<file path="src/rtl/core/rpc_pkg.sv">
// Shared types and constants for the RC PWM pulse capture block.
// Used by every module in rtl/core; depends on nothing.
package rpc_pkg;

  localparam int RpcChannels   = 5;   // default channel count
  localparam int PinW          = 5;   // pins carried by one sample
  localparam int SelW          = 3;   // read_channel width
  localparam int WidthW        = 16;  // stored pulse width
  localparam int TimeW         = 32;  // timestamps and periods
  localparam int CountW        = 3;   // ready_count width
  localparam int CfgIdxW       = 2;
  localparam int OutDepth      = 3;   // output buffer entries
  localparam int InDataW       = 72;
  localparam int OutDataW      = 56;

  localparam logic [CfgIdxW-1:0] CfgWidthMin  = 2'd0;
  localparam logic [CfgIdxW-1:0] CfgWidthMax  = 2'd1;
  localparam logic [CfgIdxW-1:0] CfgPeriodMin = 2'd2;
  localparam logic [CfgIdxW-1:0] CfgPeriodMax = 2'd3;

  localparam logic [WidthW-1:0] WidthMinRst  = 16'd800;
  localparam logic [WidthW-1:0] WidthMaxRst  = 16'd2200;
  localparam logic [TimeW-1:0]  PeriodMinRst = 32'd14000;
  localparam logic [TimeW-1:0]  PeriodMaxRst = 32'd30000;

  typedef struct packed {
    logic [WidthW-1:0] width_min;
    logic [WidthW-1:0] width_max;
    logic [TimeW-1:0]  period_min;
    logic [TimeW-1:0]  period_max;
  } rpc_cfg_t;

  typedef struct packed {
    logic              ready;
    logic [WidthW-1:0] width;
  } rpc_lane_stat_t;

  typedef struct packed {
    logic [TimeW-1:0]  last_valid_ms;
    logic [CountW-1:0] ready_count;
    logic              all_ready;
    logic [WidthW-1:0] read_width_us;
  } rpc_res_t;

endpackage

</file>
<file path="src/rtl/core/rpc_lane.sv">
// One capture lane: edge detect, width and period checks, per-channel state.
// Depends on rpc_pkg.
module rpc_lane
  import rpc_pkg::*;
(
  input  logic             clk,
  input  logic             rst_n,
  input  logic             en,
  input  logic             pin,
  input  logic [TimeW-1:0] now_us,
  input  rpc_cfg_t         cfg,
  output logic             acc,
  output rpc_lane_stat_t   stat
);

  logic              prev_r, prev_nxt;
  logic [TimeW-1:0]  rise_r, rise_nxt;
  logic [TimeW-1:0]  conf_r, conf_nxt;
  logic [WidthW-1:0] width_r, width_nxt;
  logic              ready_r, ready_nxt;

  logic [TimeW-1:0] pw;
  logic [TimeW-1:0] per;
  logic             per_ok;
  logic             w_ok;
  logic             changed;

  assign pw      = now_us - rise_r;
  assign per     = rise_r - conf_r;
  assign per_ok  = (conf_r == '0) || (per >= cfg.period_min && per <= cfg.period_max);
  assign w_ok    = (pw >= {{(TimeW-WidthW){1'b0}}, cfg.width_min}) &&
                   (pw <= {{(TimeW-WidthW){1'b0}}, cfg.width_max});
  assign changed = pin ^ prev_r;
  assign acc     = en && changed && !pin && w_ok && per_ok;

  always_comb begin
    prev_nxt  = prev_r;
    rise_nxt  = rise_r;
    conf_nxt  = conf_r;
    width_nxt = width_r;
    ready_nxt = ready_r;
    if (en) begin
      prev_nxt = pin;
      if (changed && pin) begin
        rise_nxt = now_us;
      end
    end
    if (acc) begin
      width_nxt = pw[WidthW-1:0];
      ready_nxt = 1'b1;
      conf_nxt  = rise_r;
    end
  end

  always_ff @(posedge clk) begin
    if (!rst_n) begin
      prev_r  <= 1'b1;
      rise_r  <= '0;
      conf_r  <= '0;
      width_r <= '0;
      ready_r <= 1'b0;
    end else begin
      prev_r  <= prev_nxt;
      rise_r  <= rise_nxt;
      conf_r  <= conf_nxt;
      width_r <= width_nxt;
      ready_r <= ready_nxt;
    end
  end

  assign stat.ready = ready_r;
  assign stat.width = width_r;

  a_ready_sticky: assert property (@(posedge clk) disable iff (!rst_n)
    ready_r |=> ready_r) else $error("ready bit cleared outside reset");

endmodule

</file>
<file path="src/rtl/core/rpc_merge.sv">
// Merge stage: read-back select, ready count and all-ready over the lanes.
// Depends on rpc_pkg.
module rpc_merge
  import rpc_pkg::*;
#(
  parameter int CHANNELS = RpcChannels
) (
  input  rpc_lane_stat_t   stat [CHANNELS],
  input  logic [SelW-1:0]  sel,
  input  logic [TimeW-1:0] last_ms,
  output rpc_res_t         res
);

  logic [CountW:0]   cnt;
  logic [WidthW-1:0] rd;
  logic              all_rdy;

  always_comb begin
    cnt     = '0;
    rd      = '0;
    all_rdy = 1'b1;
    for (int i = 0; i < CHANNELS; i++) begin
      cnt     = cnt + {{CountW{1'b0}}, stat[i].ready};
      all_rdy = all_rdy & stat[i].ready;
      if (sel == SelW'(i)) begin
        rd = stat[i].width;
      end
    end
  end

  // a count of eight wraps to zero in the three-bit field
  assign res.read_width_us = rd;
  assign res.all_ready     = all_rdy;
  assign res.ready_count   = cnt[CountW-1:0];
  assign res.last_valid_ms = last_ms;

endmodule

</file>
<file path="src/rtl/core/rpc_out_buf.sv">
// Small output buffer holding finished results until the sink takes them.
// Depends on rpc_pkg.
module rpc_out_buf
  import rpc_pkg::*;
(
  input  logic       clk,
  input  logic       rst_n,
  input  logic       push,
  input  rpc_res_t   push_data,
  input  logic       pop,
  output logic       not_empty,
  output rpc_res_t   head,
  output logic [1:0] level
);

  rpc_res_t   mem [OutDepth];
  logic [1:0] wr_r, wr_nxt;
  logic [1:0] rd_r, rd_nxt;
  logic [1:0] cnt_r, cnt_nxt;
  logic       do_pop;

  assign not_empty = (cnt_r != 2'd0);
  assign do_pop    = pop && not_empty;
  assign head      = mem[rd_r];
  assign level     = cnt_r;

  always_comb begin
    wr_nxt  = wr_r;
    rd_nxt  = rd_r;
    cnt_nxt = cnt_r;
    if (push) begin
      wr_nxt = (wr_r == 2'(OutDepth-1)) ? 2'd0 : wr_r + 2'd1;
    end
    if (do_pop) begin
      rd_nxt = (rd_r == 2'(OutDepth-1)) ? 2'd0 : rd_r + 2'd1;
    end
    unique case ({push, do_pop})
      2'b10:   cnt_nxt = cnt_r + 2'd1;
      2'b01:   cnt_nxt = cnt_r - 2'd1;
      default: cnt_nxt = cnt_r;
    endcase
  end

  always_ff @(posedge clk) begin
    if (push) begin
      mem[wr_r] <= push_data;
    end
  end

  always_ff @(posedge clk) begin
    if (!rst_n) begin
      wr_r  <= '0;
      rd_r  <= '0;
      cnt_r <= '0;
    end else begin
      wr_r  <= wr_nxt;
      rd_r  <= rd_nxt;
      cnt_r <= cnt_nxt;
    end
  end

  a_no_overflow: assert property (@(posedge clk) disable iff (!rst_n)
    push |-> (cnt_r != 2'(OutDepth) || do_pop)) else $error("push into full buffer");

  a_level_range: assert property (@(posedge clk) disable iff (!rst_n)
    cnt_r <= 2'(OutDepth)) else $error("buffer level out of range");

endmodule

</file>
<file path="src/rtl/core/rc_pwm_pulse_capture.sv">
// Top level of the RC PWM pulse capture block: config registers, lanes,
// merge stage and output buffer. Depends on rpc_pkg, rpc_lane, rpc_merge, rpc_out_buf.
//
//  Channel   Dir  Handshake              Payload
//  in_       in   in_tvalid/in_tready    in_tdata  (pin sample, timestamps, read select)
//  out_      out  out_tvalid/out_tready  out_tdata (width, ready flags, last ms)
//  cfg_      in   cfg_valid/cfg_ready    cfg_index, cfg_data
//
// One sample is accepted per cycle while in_tready is high; its result goes through
// the lane registers and the output buffer to out_. Every lane updates its channel
// state in the accept cycle; the merge stage reads it in the following cycle and
// writes a three-entry output buffer. in_tready drops only when that buffer plus
// the result in flight fill it. Reset (rst_n low, synchronous) loads the register
// defaults, idles pins high and clears all channel state; cfg_ready is always high.
module rc_pwm_pulse_capture
  import rpc_pkg::*;
#(
  parameter int CHANNELS = RpcChannels
) (
  input  logic                clk,
  input  logic                rst_n,
  // [4:0] pin_levels, [36:5] now_us, [68:37] now_ms, [71:69] read_channel
  input  logic [InDataW-1:0]  in_tdata,
  input  logic                in_tvalid,
  output logic                in_tready,
  // [15:0] read_width_us, [16] all_ready, [19:17] ready_count,
  // [51:20] last_valid_ms, [55:52] zero
  output logic [OutDataW-1:0] out_tdata,
  output logic                out_tvalid,
  input  logic                out_tready,
  input  logic                cfg_valid,
  output logic                cfg_ready,
  input  logic [CfgIdxW-1:0]  cfg_index,
  input  logic [TimeW-1:0]    cfg_data
);

  // Unpack the sample
  logic [PinW-1:0]  pins;
  logic [TimeW-1:0] now_us;
  logic [TimeW-1:0] now_ms;
  logic [SelW-1:0]  rd_sel;

  assign pins   = in_tdata[4:0];
  assign now_us = in_tdata[36:5];
  assign now_ms = in_tdata[68:37];
  assign rd_sel = in_tdata[71:69];

  // Configuration registers
  rpc_cfg_t cfg_r, cfg_nxt;

  assign cfg_ready = 1'b1;

  always_comb begin
    cfg_nxt = cfg_r;
    if (cfg_valid) begin
      unique case (cfg_index)
        CfgWidthMin:  cfg_nxt.width_min  = cfg_data[WidthW-1:0];
        CfgWidthMax:  cfg_nxt.width_max  = cfg_data[WidthW-1:0];
        CfgPeriodMin: cfg_nxt.period_min = cfg_data;
        CfgPeriodMax: cfg_nxt.period_max = cfg_data;
        default:      cfg_nxt = cfg_r;
      endcase
    end
  end

  always_ff @(posedge clk) begin
    if (!rst_n) begin
      cfg_r.width_min  <= WidthMinRst;
      cfg_r.width_max  <= WidthMaxRst;
      cfg_r.period_min <= PeriodMinRst;
      cfg_r.period_max <= PeriodMaxRst;
    end else begin
      cfg_r <= cfg_nxt;
    end
  end

  // Flow control: hold input while buffer plus in-flight result reach its depth
  logic       in_acc;
  logic       pend_r;
  logic [1:0] buf_level;
  logic [2:0] occupancy;

  assign occupancy = {1'b0, buf_level} + {2'b00, pend_r};
  assign in_tready = (occupancy < 3'(OutDepth));
  assign in_acc    = in_tvalid && in_tready;

  // Lanes, one per channel; channels beyond the sampled pins read low
  logic           lane_acc  [CHANNELS];
  rpc_lane_stat_t lane_stat [CHANNELS];
  logic [CHANNELS-1:0] acc_vec;

  for (genvar g = 0; g < CHANNELS; g++) begin : g_lane
    logic pin_g;
    if (g < PinW) begin : g_pin
      assign pin_g = pins[g];
    end else begin : g_nopin
      assign pin_g = 1'b0;
    end

    rpc_lane u_lane (
      .clk    (clk),
      .rst_n  (rst_n),
      .en     (in_acc),
      .pin    (pin_g),
      .now_us (now_us),
      .cfg    (cfg_r),
      .acc    (lane_acc[g]),
      .stat   (lane_stat[g])
    );

    assign acc_vec[g] = lane_acc[g];
  end

  // Item-wide state: last accept time, read select, result in flight
  logic [TimeW-1:0] last_ms_r, last_ms_nxt;
  logic [SelW-1:0]  sel_r, sel_nxt;
  logic             pend_nxt;

  always_comb begin
    last_ms_nxt = (|acc_vec) ? now_ms : last_ms_r;
    sel_nxt     = in_acc ? rd_sel : sel_r;
    pend_nxt    = in_acc;
  end

  always_ff @(posedge clk) begin
    if (!rst_n) begin
      last_ms_r <= '0;
      pend_r    <= 1'b0;
    end else begin
      last_ms_r <= last_ms_nxt;
      pend_r    <= pend_nxt;
    end
  end

  always_ff @(posedge clk) begin
    sel_r <= sel_nxt;
  end

  // Merge the lanes for the item accepted last cycle
  rpc_res_t res;

  rpc_merge #(
    .CHANNELS (CHANNELS)
  ) u_merge (
    .stat    (lane_stat),
    .sel     (sel_r),
    .last_ms (last_ms_r),
    .res     (res)
  );

  // Output buffer
  rpc_res_t head;

  rpc_out_buf u_out_buf (
    .clk       (clk),
    .rst_n     (rst_n),
    .push      (pend_r),
    .push_data (res),
    .pop       (out_tready),
    .not_empty (out_tvalid),
    .head      (head),
    .level     (buf_level)
  );

  assign out_tdata = {4'b0000, head.last_valid_ms, head.ready_count,
                      head.all_ready, head.read_width_us};

  a_accept_in_flight: assert property (@(posedge clk) disable iff (!rst_n)
    in_acc |=> pend_r) else $error("accepted item lost before merge");

  a_valid_after_merge: assert property (@(posedge clk) disable iff (!rst_n)
    pend_r |=> out_tvalid) else $error("merged result not presented");

  a_accept_only_on_lanes: assert property (@(posedge clk) disable iff (!rst_n)
    (|acc_vec) |-> in_acc) else $error("lane accepted pulse without input item");

endmodule
</file>
<file path="config.mk">
export PLATFORM = sky130hd
export DESIGN_NAME = rc_pwm_pulse_capture
export DESIGN_NICKNAME = d
export VERILOG_FILES = /design/src/rtl/core/rpc_pkg.sv /design/src/rtl/core/rpc_lane.sv /design/src/rtl/core/rpc_merge.sv /design/src/rtl/core/rpc_out_buf.sv /design/src/rtl/core/rc_pwm_pulse_capture.sv
export SDC_FILE = /design/constraint.sdc
export NUM_CORES = 2
export LEC_CHECK = 0
export BUFFER_PORTS_ARGS = -buffer_cell sky130_fd_sc_hd__buf_2
export CAP_MARGIN = 20
export CELL_PAD_IN_SITES_DETAIL_PLACEMENT = 1
export CELL_PAD_IN_SITES_GLOBAL_PLACEMENT = 2
export CORE_ASPECT_RATIO = 1.75
export CORE_UTILIZATION = 35
export CTS_CLUSTER_DIAMETER = 200
export DETAILED_ROUTE_END_ITERATION = 6
export PLACE_DENSITY = 0.81
export SLEW_MARGIN = 20
export SYNTH_ARGS = -nofsm -noshare
export SYNTH_HDL_FRONTEND = slang
export SYNTH_HIERARCHICAL = 1
export SYNTH_SLANG_ARGS = --single-unit
export TNS_END_PERCENT = 10
</file>
<file path="constraint.sdc">
create_clock -name clk -period 5.8 [get_ports clk]
set_input_delay 0.58 -clock clk [delete_from_list [all_inputs] [get_ports clk]]
set_output_delay 0.58 -clock clk [all_outputs]
set_load 0.005 [all_outputs]
</file>
=== Word-level counts from Yosys, hierarchy flattened ===
Memories as Yosys holds them, arrays and structs flattened. A register that Yosys moved wholly into a read port is not among the register bits.
Index checks and enable logic that the tools add are counted.
Widths: inputs -> output; s select.

* Register bits: 548
* Latch bits: 0
* Memory bits (writable): 156
* Memory bits (read-only): 0
* Bits of input ports: 111
* Output and inout port bits: 59
* Logic and storage cells: 174
* Memories kept: 1

{| class="wikitable"
|+ Memories
! name !! words !! bits a word !! read ports !! clocked after Yosys merged registers in !! write ports !! RTL line !! source
|-
| u_out_buf.mem || 3 || 52 || 1 || 1 || 1 || rpc_out_buf.sv:16 || <nowiki>rpc_res_t mem [OutDepth];</nowiki>
|}

* Add/sub/neg operators: 19
* $mul: 0
* Divide/modulo/power cells: 0
* $lt $le $gt $ge: 21
* Eq/ne operators: 11
* Shift-type cells: 0
* Multiplexer cells: 12
* Bitwise gates (word level): 9
* Reduce and logical (&&, ||, !) cells: 66

{| class="wikitable"
|+ Operators by type and width
! kind !! number
|-
| $sub 32x32->32 || 10
|-
| $ge 32x16->1 || 5
|-
| $ge 32x32->1 || 5
|-
| $le 32x16->1 || 5
|-
| $le 32x32->1 || 5
|-
| $logic_not 32->1 || 5
|-
| $mux 16 || 5
|-
| $logic_and 1x1->1 || 37
|-
| $reduce_and 2->1 || 9
|-
| $eq 2x2->1 const B || 5
|-
| $add 3x1->3 || 3
|-
| $mux 2 || 4
|-
| $add 2x1->2 const B || 3
|-
| $eq 3x2->1 const B || 2
|-
| $logic_not 1->1 || 5
|-
| $logic_or 1x1->1 || 5
|-
| $reduce_or 5->1 || 1
|-
| $xor 1x1->1 || 5
|-
| $and 1x1->1 || 4
|-
| $eq 2x1->1 const B || 2
|-
| $pmux 2 s2 || 1
|-
| $reduce_bool 2->1 || 2
|-
| $add 2x1->3 || 1
|-
| $eq 3x1->1 const B || 1
|-
| 7 further kinds || 8
|}

=== Depth between registers and ports, before layout ===
* Word-level depth: 8
* Mapped depth: 29

=== By module ===
Netlist, hierarchy kept.

{| class="wikitable"
|+ Modules (own cells, without submodules)
! module !! instances !! cells each !! area an instance (sq um) !! sequential area each (sq um)
|-
| rpc_lane (g_lane[3].u_lane ...) || 2 || 1250 || 9242.6 || 1641.6
|-
| rpc_lane (g_lane[0].u_lane) || 1 || 1314 || 9584.2 || 1641.6
|-
| rpc_lane (g_lane[2].u_lane) || 1 || 1265 || 9346.5 || 1641.6
|-
| rpc_lane (g_lane[1].u_lane) || 1 || 1264 || 9306.4 || 1641.6
|-
| rpc_out_buf || 1 || 363 || 6065.8 || 4844.6
|-
| rc_pwm_pulse_capture || 1 || 580 || 5017.3 || 2672.6
|-
| rpc_merge || 1 || 117 || 1056.0 || 0.0
|}

=== Least setup slack after synthesis ===
Ideal clock, no wire load.

* Path type: in2reg
* From: input in_tdata[5]
* To: register last_ms_r[10]
* Setup time: 0.119 ns
* Arrival time: 6.189 ns
* Setup slack: -0.508 ns
* Cell stages on the path: 24
* Cells stage by stage: inv_1 -> ha_1 -> inv_1 -> fa_1 -> a21oi_1 -> o211ai_1 -> o211ai_1 -> nand2_1 -> nand3_1 -> nand2_1 -> xor2_1 -> ha_1 -> or3_1 -> o311ai_0 -> a2111oi_0 -> nand4b_1 -> or4b_1 -> or4_1 -> or4_1 -> or4_1 -> nor4_1 -> nor2_8 -> buf_8 -> mux2i_1

* Longest elaborated chain between the ends: 6

{| class="wikitable"
|+ RTL lines
! element !! RTL line !! source
|-
| from (decl) || rc_pwm_pulse_capture.sv:23 || <nowiki>input logic [InDataW-1:0] in_tdata,</nowiki>
|-
| $sub 32x32->32 * || rpc_lane.sv:28 || <nowiki>assign pw = now_us - rise_r;</nowiki>
|-
| net g_lane[1].u_lane.pw[14] || rpc_lane.sv:22 || <nowiki>logic [TimeW-1:0] pw;</nowiki>
|-
| $ge 32x16->1 / $le 32x16->1 (equally long branches) || rpc_lane.sv:31, rpc_lane.sv:32 ||
|-
| $logic_and 1x1->1 * || rpc_lane.sv:31 || <nowiki>assign w_ok = (pw >= {{(TimeW-WidthW){1'b0}}, cfg.width_min}) &&</nowiki>
|-
| $logic_and 1x1->1 * (2 in series) || rpc_lane.sv:34 || <nowiki>assign acc = en && changed && !pin && w_ok && per_ok;</nowiki>
|-
| net acc_vec[1] || rc_pwm_pulse_capture.sv:90 || <nowiki>logic [CHANNELS-1:0] acc_vec;</nowiki>
|-
| $reduce_or 5->1 * || rc_pwm_pulse_capture.sv:120 || <nowiki>last_ms_nxt = (|acc_vec) ? now_ms : last_ms_r;</nowiki>
|-
| to (signal assigned) || rc_pwm_pulse_capture.sv:130 || <nowiki>last_ms_r <= last_ms_nxt;</nowiki>
|-
| to (decl) || rc_pwm_pulse_capture.sv:115 || <nowiki>logic [TimeW-1:0] last_ms_r, last_ms_nxt;</nowiki>
|}

Mark *: on every way through the listed nets, which the timed path passes. The rest lies on a longest branch.
A chain may end at the register's enable or synchronous reset.

=== Worst setup path in the final report ===
* From: register g_lane[3].u_lane.rise_r[0]
* To: register last_ms_r[26]

* Longest elaborated chain between the ends: 6

{| class="wikitable"
|+ RTL lines
! element !! RTL line !! source
|-
| from (decl) || rpc_lane.sv:17 || <nowiki>logic [TimeW-1:0] rise_r, rise_nxt;</nowiki>
|-
| from (signal assigned) || rpc_lane.sv:64 || <nowiki>rise_r <= rise_nxt;</nowiki>
|-
| $sub 32x32->32 (on tied branches) || rpc_lane.sv:28, rpc_lane.sv:29 ||
|-
| $ge 32x16->1, or another cell as far along || rpc_lane.sv:31 ||
|-
| $logic_and 1x1->1 (on tied branches) || rpc_lane.sv:31, rpc_lane.sv:30 ||
|-
| $logic_and 1x1->1 / $logic_or 1x1->1 (equally long branches) || rpc_lane.sv:34, rpc_lane.sv:30 ||
|-
| $logic_and 1x1->1 * || rpc_lane.sv:34 ||
|-
| net acc_vec[3] || rc_pwm_pulse_capture.sv:90 ||
|-
| $reduce_or 5->1 * || rc_pwm_pulse_capture.sv:120 ||
|}

Marked as above.

==> flow_summary.ini <==
[sta]
fmaxAchievable_mhz = 152
setup_viol_count_final = 166
final-hold-violation-count = 0
period_needed_ns = 6.58
tightest_slew_ns = 1.13
layout_setup_ws_ns = -0.778
rsz0062_at_grt = yes
fin_skew_ns = 0.0519
fin_crit_sh_pct = 113
slew_violations = 0
fin_tns_setup_ns = -64.80
slew_headroom_pct = 24.8

[die]
core_area_um2 = 167000
die-width_um = 312
rows = 198
die-area_um2 = 170000
io_pins = 170
die_h_um = 545
start_util_pct = 35.3

[critical_path]
r2r_slack_ns = -0.78
r2r_start = g_lane[3].u_lane/rise_r[0]
worst-setup-path-type = flip-flop to flip-flop
cp_slowest_cell = or4_4
end_kind = flip-flop
slowest_delay_ns = 0.54
r2r-end = last_ms_r[26]
start_kind = flip-flop
cp_data_required_time_ns = 6.46
cp.arrival_ns = 7.24
path_common_cell = buf_4
crit_path_max_fanout = 7
r2r_cells = 31

[global_routing]
grt_first_pass_wirelength_um = 409000
grt_max_degree = 212
overflow = 0
grt_pass1_vias = 65077
grt_use_total_pct = 32.5
antenna_found_initial = 15

[flow_run]
maxCapViolCount = 0

[hold_path]
min_from = in_tdata[69]
min_to = sel_r[0]
hold_depth = 1
hp-class = input port to flip-flop

[clock_tree]
cts-buffers-inserted = 75
cts-htree-levels = 3
clockBufferDepth = 3
clkSlewWorstSetupHoldPaths_ns = 0.07
cts_sinks = 706
cts_tree = built
ctsRootBufferMaster = clkbuf_16
clk_latency_ns = 0.75

[logic_synthesis]
synth-seq-cells = 706
synth_flop_cell = dfxtp_1
synth_edf_count = 159
synth.distinct_cells = 106
synthCells = 7403
synth_area_um2 = 58900
yosysWarnings = 6
yosysSeqAreaShare_pct = 26.7
synth_area_per_cell_um2 = 7.95
synth-async-reset-ratio_pct = 0

[outcome]
violations = negative setup slack
outcome = complete, but fails checks

[cells_and_area]
drive_above_1_share_pct = 20.5
fin_nets = 9520
postLayoutCellArea_um2 = 74500
area_growth_pct = 26.6

[placement]
place.port_buffers = 164
dpl_cell_area_um2 = 70500
dp.final_hpwl_um = 229000
gp_congestion = 1.00
place_ws_ns = -1.58

[detailed_routing]
initialDrtViolationCount = 2821
via_count = 59717
ant_nets = 0
first_pass_iters = 5
drt-total-wl_um = 282000
route.detailed.drc = 0
viasPerCell = 5.50
wl_per_cell_um = 25.9

[pwr]
ir_drop_uv = 201
powerDensity_nw_per_um2 = 261
fin_total_pwr_uw = 19400
leakage_uw = 0.0319
-- layout make-up --
cell class / instances / area [um2]
fillers: 20111 / 92200
multi-input cells: 5503 / 39100
flip-flops and latches: 706 / 15700
repair buffers: 1430 / 11000
inverters: 882 / 3310
well taps: 2200 / 2750
clock buffers: 98 / 2030
clock inverters: 40 / 559
diodes: 4 / 10.0
-- state kept, by name, indices dropped and copies added, names as in the netlist, named ones only --
signal	count
cfg_r	96
g_lane.u_lane/conf_r	160
g_lane.u_lane/prev_r	5
g_lane.u_lane/ready_r	5
g_lane.u_lane/rise_r	160
g_lane.u_lane/width_r	80
last_ms_r	32
pend_r	1
sel_r	3
u_out_buf/level	2
u_out_buf/mem	156
u_out_buf/rd_r	2
u_out_buf/wr_r	2
-- critical path, delay by kind of cell, from the launching register on --
family          cells  cell delay [ns]
compound gates     11             2.17
xor+xnor            1             0.09
fa+ha+maj           3             0.87
buf+inv             6             0.81
flops               1             0.32
mux                 1             0.24
simple gates        9             1.95
-- Yosys cell counts, types with 26 or more instances --
cell type | instances | area share, %
a211oi_1 | 56 | 0.71
a21boi_0 | 238 | 3.0
a21o_1 | 185 | 2.4
a21oi_1 | 428 | 3.6
a31oi_1 | 36 | 0.38
and3_1 | 38 | 0.40
buf_2 | 32 | 0.27
buf_4 | 70 | 0.89
clkbuf_1 | 186 | 1.2
dfxtp_1 | 547 | 19
edfxtp_1 | 159 | 8.1
ha_1 | 799 | 17
inv_1 | 878 | 5.6
mux2i_1 | 369 | 6.3
nand2_1 | 1402 | 8.9
nand2b_1 | 54 | 0.57
nand3_1 | 143 | 1.2
nand4_1 | 132 | 1.4
nor2_1 | 255 | 1.6
nor2b_1 | 48 | 0.51
nor3_1 | 88 | 0.75
nor4_1 | 69 | 0.73
o211ai_1 | 56 | 0.71
o21a_1 | 65 | 0.83
o21ai_0 | 204 | 1.7
o21ai_1 | 68 | 0.58
o21bai_1 | 42 | 0.54
o22ai_1 | 26 | 0.28
or3_1 | 28 | 0.30
xnor2_1 | 149 | 2.2
xor2_1 | 88 | 1.3
-- cell families (layout without fill, tap and decap cells) --
logic type	count (synthesis)	in the layout	synth area share [%]
mux	374	374	6.38
flops	706	706	26.7
compound gates	1652	1652	18.7
fa+ha+maj	811	811	17.4
xor+xnor	237	237	3.53
other cells	2	9	0.0128
buf+inv	1197	2450	8.53
simple gates	2424	2424	18.8
-- cell usage in the layout, fill, tap and decap left out, types with 38 or more instances in the layout --
cell type	count
xor2_1	86
o21bai_1	41
nor2b_1	48
xnor2_1	142
dfxtp_1	536
o21a_1	63
buf_2	163
a21o_1	185
nor2_1	251
o21ai_1	79
clkbuf_16	78
nand2_1	1399
ha_1	790
a21boi_0	235
a211oi_1	50
o211ai_1	56
nor4_1	52
mux2i_1	365
nand4_1	132
inv_1	870
o21ai_0	189
edfxtp_1	159
nand3_1	141
a21oi_1	414
buf_4	1206
nor3_1	80
and3_1	38
nand2b_1	54
-- worst max-delay path by stage --
stage                               startpoint                      endpoint  slack, ns  depth (start not counted)
finish              g_lane[3].u_lane/rise_r[0]                 last_ms_r[26]      -0.78                         31
detailed placement  g_lane[0].u_lane/rise_r[0]                 last_ms_r[21]      -1.58                         29
global placement    g_lane[2].u_lane/rise_r[0]                 last_ms_r[29]      -1.94                         28
floorplan                          in_tdata[5]                 last_ms_r[10]       0.02                         24
global route        g_lane[0].u_lane/conf_r[5]  g_lane[0].u_lane/width_r[11]      -0.96                         27
CTS                 g_lane[1].u_lane/rise_r[0]   g_lane[1].u_lane/conf_r[26]      -0.78                         27
-- layer usage --
metal,up-vias,GRT usage [%],wire length (um)
met5,-,0,24
met4,4,31.0,31900
met3,841,4.20,10300
met2,1433,60.2,143000
met1,29386,30.6,96300
li1,28053,-,-
-- where the power goes --
part | switching, uW | internal [uW]
registers | 231 | 5140
logic | 4850 | 3980
clock network | 2400 | 2810
-- through the flow --
step | utilization, % | hold slack [ns] | instances
finish | 44.7 | 0.0608 | 10863
global route | 44.7 | 0.0349 | 10860
CTS | 44.4 | 0.0401 | 10845
detailed placement | 42.3 | 0.449 | 10681
global placement | 42.3 | 0.441 | 10680
floorplan | - | 0.430 | 7406
-- repair_timing --
action / CTS / global route
setup buffers: 26 / 13
setup endpoints to repair: 277 / 277
pin swaps: 80 / 64
hold buffers: 2 / 0
hold endpoints to repair: 2 / 0
resized for setup: 139 / 73
gates cloned: 3 / 4
Note: power is estimated with default switching activity, not from simulation.
